`src/rtl/mllf_pkg.sv`:
```
// Package for the multichannel linear light fader: channel record, transfer
// types, state encoding and the level step helpers.
// No dependencies.
package mllf_pkg;

  localparam int NUM_CHANNELS = 32;
  localparam int CH_W         = 5;
  localparam int LVL_W        = 16;
  localparam int FRAC_BITS    = 16;
  localparam int CUR_W        = LVL_W + FRAC_BITS;
  localparam int INC_W        = CUR_W + 1;
  localparam int PER_W        = 10;
  localparam int FADE_W       = 20;
  localparam int NUM_W        = LVL_W + PER_W + FRAC_BITS;
  localparam int CNT_W        = 6;
  localparam int TOL          = (1 << FRAC_BITS) / 1000;
  localparam logic [PER_W-1:0] PERIOD_RESET = PER_W'(100);

  localparam logic [2:0] OP_TARGET = 3'd0;
  localparam logic [2:0] OP_START  = 3'd1;
  localparam logic [2:0] OP_LEVEL  = 3'd2;
  localparam logic [2:0] OP_MANUAL = 3'd3;
  localparam logic [2:0] OP_TICK   = 3'd4;
  localparam logic [2:0] OP_STOP   = 3'd5;

  typedef struct packed {
    logic [2:0]        op;
    logic [CH_W-1:0]   channel;
    logic [LVL_W-1:0]  level;
    logic              manual;
    logic [FADE_W-1:0] fade_ms;
  } in_t;

  typedef struct packed {
    logic [CH_W-1:0]  channel_res;
    logic [LVL_W-1:0] level_res;
    logic             last;
    logic             running;
  } out_t;

  typedef struct packed {
    logic [CUR_W-1:0]        cur;
    logic [LVL_W-1:0]        start;
    logic [LVL_W-1:0]        target;
    logic signed [INC_W-1:0] inc;
    logic                    manual;
  } rec_t;

  typedef enum logic [3:0] {
    S_IDLE, S_RD, S_WR, S_ST_RD, S_ST_CALC, S_ST_DIV, S_ST_WR,
    S_CK_RD, S_CK_EV, S_EM_RD, S_EM_WR
  } state_t;

  // One step toward the target, clamped to the target once outside start..target.
  function automatic logic [CUR_W-1:0] advance(input rec_t r);
    logic signed [CUR_W+2:0] c;
    logic signed [CUR_W+2:0] s;
    logic signed [CUR_W+2:0] t;
    logic signed [CUR_W+2:0] lo;
    logic signed [CUR_W+2:0] hi;
    c  = $signed({3'b000, r.cur}) + $signed({{2{r.inc[INC_W-1]}}, r.inc});
    s  = $signed({3'b000, r.start, {FRAC_BITS{1'b0}}});
    t  = $signed({3'b000, r.target, {FRAC_BITS{1'b0}}});
    lo = (s < t) ? s : t;
    hi = (s < t) ? t : s;
    if (c < lo || c > hi) begin
      c = t;
    end
    return c[CUR_W-1:0];
  endfunction

  function automatic logic off_target(input rec_t r);
    logic signed [CUR_W+1:0] d;
    d = $signed({2'b00, r.cur}) - $signed({2'b00, r.target, {FRAC_BITS{1'b0}}});
    if (d < 0) begin
      d = -d;
    end
    return d > (CUR_W+2)'(TOL);
  endfunction

endpackage

```
`src/rtl/mllf_div.sv`:
```
// Restoring divider, one quotient bit per cycle, unsigned operands.
// Depends on mllf_pkg.
module mllf_div
  import mllf_pkg::*;
(
  input  logic              clk,
  input  logic              rst_n,
  input  logic              start,
  input  logic [NUM_W-1:0]  numer,
  input  logic [FADE_W-1:0] denom,
  output logic              busy,
  output logic [NUM_W-1:0]  quot
);

  logic [NUM_W-1:0]  q_r, q_nxt;
  logic [FADE_W-1:0] rem_r, rem_nxt;
  logic [FADE_W-1:0] den_r;
  logic [CNT_W-1:0]  cnt_r, cnt_nxt;
  logic              busy_r, busy_nxt;
  logic [FADE_W:0]   trial;

  always_comb begin
    q_nxt    = q_r;
    rem_nxt  = rem_r;
    cnt_nxt  = cnt_r;
    busy_nxt = busy_r;
    trial    = {rem_r, q_r[NUM_W-1]};
    if (start) begin
      q_nxt    = numer;
      rem_nxt  = '0;
      cnt_nxt  = CNT_W'(NUM_W);
      busy_nxt = 1'b1;
    end else if (busy_r) begin
      if (trial >= {1'b0, den_r}) begin
        rem_nxt = FADE_W'(trial - {1'b0, den_r});
        q_nxt   = {q_r[NUM_W-2:0], 1'b1};
      end else begin
        rem_nxt = trial[FADE_W-1:0];
        q_nxt   = {q_r[NUM_W-2:0], 1'b0};
      end
      cnt_nxt = cnt_r - 1'b1;
      if (cnt_r == CNT_W'(1)) begin
        busy_nxt = 1'b0;
      end
    end
  end

  always_ff @(posedge clk) begin
    q_r   <= q_nxt;
    rem_r <= rem_nxt;
    if (start) begin
      den_r <= denom;
    end
  end

  always_ff @(posedge clk) begin
    if (!rst_n) begin
      busy_r <= 1'b0;
      cnt_r  <= '0;
    end else begin
      busy_r <= busy_nxt;
      cnt_r  <= cnt_nxt;
    end
  end

  assign busy = busy_r;
  assign quot = q_r;

endmodule

```
`config.mk`:
```
export PLATFORM = sky130hd
export DESIGN_NAME = mllf_div
export DESIGN_NICKNAME = d
export VERILOG_FILES = /design/src/rtl/mllf_pkg.sv /design/src/rtl/mllf_div.sv
export SDC_FILE = /design/constraint.sdc
export NUM_CORES = 1
export LEC_CHECK = 0
export BUFFER_PORTS_ARGS = -buffer_cell sky130_fd_sc_hd__buf_2
export CORE_ASPECT_RATIO = 0.9
export CORE_MARGIN = 8
export CORE_UTILIZATION = 47
export DETAILED_ROUTE_END_ITERATION = 12
export PLACE_DENSITY = 0.71
export SLEW_MARGIN = 0
export SYNTH_ARGS = -nofsm -noshare
export SYNTH_HDL_FRONTEND = slang
export SYNTH_SLANG_ARGS = --single-unit
```
`constraint.sdc`:
```
create_clock -name clk -period 2.8 [get_ports clk]
set_input_delay 0.42 -clock clk [delete_from_list [all_inputs] [get_ports clk]]
set_output_delay 0.42 -clock clk [all_outputs]
set_load 0.03 [all_outputs]
```
==> metrics.csv <==
metric,value,unit
outcome,"complete, no violations",
CP max FO,8,
Die H,113,um
# rows,35,
CTS tree,done,
Tightest Pin Transition,721,ps
"Arr. time, crit path",2860,ps
total internal power,0.00261,W
DR WL/cell,17.9,um
crit path launch type,flip-flop,
initial core utilization,48.0,%
vias in the first global route,4108,
Leak,2.49,nW
synth warn,0,
Crit Path Class,flip-flop to flip-flop,
min Tclk post-route,2670,ps
area grow syn2layout,21.7,%
Core Region,0.0102,sq mm
Max clock buf depth,2,
Overall Power,0.00360,W
synthesized-area fraction occupied by adder cells,6.05,%
CTS Sinks,89,
antenna violation net count after detailed routing,0,
Peak VDD IR,0.389,mV
Post-synth EDFFs,62,
Comb pwr share,20.0,%
critical path capture point type,flip-flop,
largest net degree at the start of global routing,43,
post-synthesis compound-gate area fraction,15.4,%
Post-Synthesis Cell Area,0.00488,sq mm
clk_skew,8.48,ps
Synth Area in XOR/XNOR,3.41,%
Yosys cell types,53,
DRT iter0 DRCs,264,
die width,123,um
final hold vios,0,
# port buffers,107,
"most common cell after layout, fill and taps aside",buf_2,
max frequency,0.374,GHz
GR Layer Usage met1,22.7,%
Die ar.,0.0139,sq mm
clock-pin slew on the worst setup and hold paths,70,ps
Reg power frac,44.3,%
dpl hpwl,9170,um
post-CTS sizing,0,
first-pass GRT wire length,20000,um
total wire length,12400,um
post-synthesis mux area share,10.3,%
GR peak layer,met2,
Residual DRC,0,
RSZ-0062 raised after global routing,false,
# hold bufs at CTS,0,
Post-synth ARST share,0,%
# setup viols final,0,
DRT Pass-1 Iters,5,
Root Buffer,clkbuf_16,
number of antenna violations at the first check in global routing,2,
Critical Path RT,2990,ps
total CTS buffers,9,
Slew headroom,51.8,%
postcts setup bufs,0,
share of cells above drive strength 1,34.2,%
Tcrit/Tclk final,95.4,%
final core utilization,58.5,%
syn nets,531,
most frequent cells in the layout,"buf_2, edfxtp_1, mux2_2",
Clk pwr share,35.6,%
hold crit path type,input port to flip-flop,
# nets final,645,
Vias,3860,
via-per-instance ratio,5.58,
Psw,0.000988,W
clock latency on the worst-skew pair,330,ps
Finished Layout Cells,692,
fillers,860,
GPL Wtd Cong,0.884,
H-Tree Depth,3,
Reg2Reg Setup Slack,130,ps
met3 usage,9.33,%
max-slew violation count,0,
largest family of logic cells by synthesized area,compound AO/OA/AOI/OAI gates,
Synth Area in Simple Gates,10.5,%
Switching Share,27.5,%
met2 Usage GRT,26.5,%
max_cap viols,0,
Top Ports,108,
setup TNS,0,ps
placed cells,675,
GRT Total Usage,18.3,%
Post-synth top flop,edfxtp_1,
cell count after synthesis,443,
Seq cells post-synth,89,
Post-Syn Area per Cell,11.0,sq um
part of the Yosys area used for sequential elements,49.2,%
power per cell area,606,mW/mm^2
gr ovfl total,0,
-- sequential cells by signal (all words and copies together) (netlist names) --
name and cells:
rem_r 20, den_r 20, quot 42, cnt_r 6, busy 1
-- per-stage QoR --
stage / cell area [sq um] / worst slack, ps / hold slack (ps)
2_1_floorplan: 4880 / 156 / 452
3_3_place_gp: 5620 / 165 / 465
3_5_place_dp: 5620 / 63.9 / 480
4_1_cts: 5930 / 59.8 / 239
5_1_grt: 5940 / 14.4 / 240
6_report: 5940 / 130 / 255
-- cell families (layout without fill, tap and decap cells) --
kind of cell             after synthesis  count (layout)
AO/OA/AOI/OAI                        107             107
XOR/XNOR                              19              19
adder cells (fa/ha/maj)               23              23
buffers and inverters                 55             174
flip-flops                            89              89
multiplexers                          45              45
other                                  0               1
AND/OR/NAND/NOR                      105             105
-- path summary, 6_finish.rpt --
path / start / to / cells past startpoint
hold reg to reg: rem_r[9] / rem_r[9] / 2
hold / removal: denom[9] / den_r[9] / 1
setup / recovery: den_r[10] / rem_r[0] / 9
setup reg to reg: den_r[10] / rem_r[0] / 9
-- final cells by class --
class                           instances  area [sq um]  area share, %
Sequential cell                        89          2400           40.4
Antenna cell                            1          2.50         0.0421
Timing Repair Buffer                  126           706           11.9
Multi-Input combinational cell        299          2230           37.6
Clock inverter                          5          81.3           1.37
Clock buffer                           11           233           3.92
Tap cell                              129           161           2.72
Inverter                               32           120           2.02
-- Yosys cell counts (2+ instances only) --
cell type | number | area (sq um)
edfxtp_1 | 62 | 1860
mux2_2 | 43 | 484
nor2_1 | 33 | 124
inv_1 | 32 | 120
dfxtp_1 | 27 | 541
nand2_1 | 25 | 93.8
a21oi_1 | 22 | 110
ha_1 | 22 | 275
o21ai_0 | 18 | 90.1
xnor2_1 | 17 | 149
nand3_1 | 13 | 65.1
clkbuf_1 | 12 | 45.0
a311oi_1 | 9 | 78.8
o31ai_1 | 9 | 67.6
a211oi_1 | 7 | 52.6
nor3_1 | 7 | 35.0
o21a_1 | 7 | 52.6
nand2b_1 | 6 | 37.5
and2_1 | 5 | 31.3
buf_1 | 5 | 18.8
o211ai_1 | 5 | 37.5
a21o_1 | 4 | 30.0
a41oi_1 | 4 | 35.0
o2111ai_1 | 4 | 35.0
buf_6 | 3 | 33.8
nand4_1 | 3 | 18.8
nor2b_1 | 3 | 18.8
o21bai_1 | 3 | 22.5
or3_1 | 3 | 18.8
a2111oi_2 | 2 | 30.0
a31oi_1 | 2 | 12.5
and3_4 | 2 | 22.5
mux2i_1 | 2 | 20.0
nor4_1 | 2 | 12.5
xor2_1 | 2 | 17.5
-- worst max-delay path, stage by stage, from the launching register on --
cell and delay [ps]:
edfxtp_1 320, inv_1 40, ha_1 380, and3_4 220, and3_4 170, or3_4 340, nor3_4 160, a21oi_2 110
nor2_1 590, a311oi_1 190
-- metal layers --
layer | part of all wire, % | routed length (um) | vias to the layer above
met5 | 0.081 | 10 | -
met2 | 43 | 5370 | 145
met3 | 12 | 1500 | 20
met4 | 1.7 | 205 | 2
li1 | - | - | 1874
met1 | 43 | 5290 | 1819
-- power by group through the flow --
stage | Sequential, W | Clock [W] | Combinational [W]
after global placement | 0.00162 | 0 | 0.000707
after floorplan | 0.00174 | 0 | 0.000367
after CTS | 0.00160 | 0.00131 | 0.000721
final | 0.00159 | 0.00128 | 0.000721
after global routing | 0.00161 | 0.00135 | 0.000782
after detailed placement | 0.00162 | 0 | 0.000718
(Power assumes the default switching activity.)
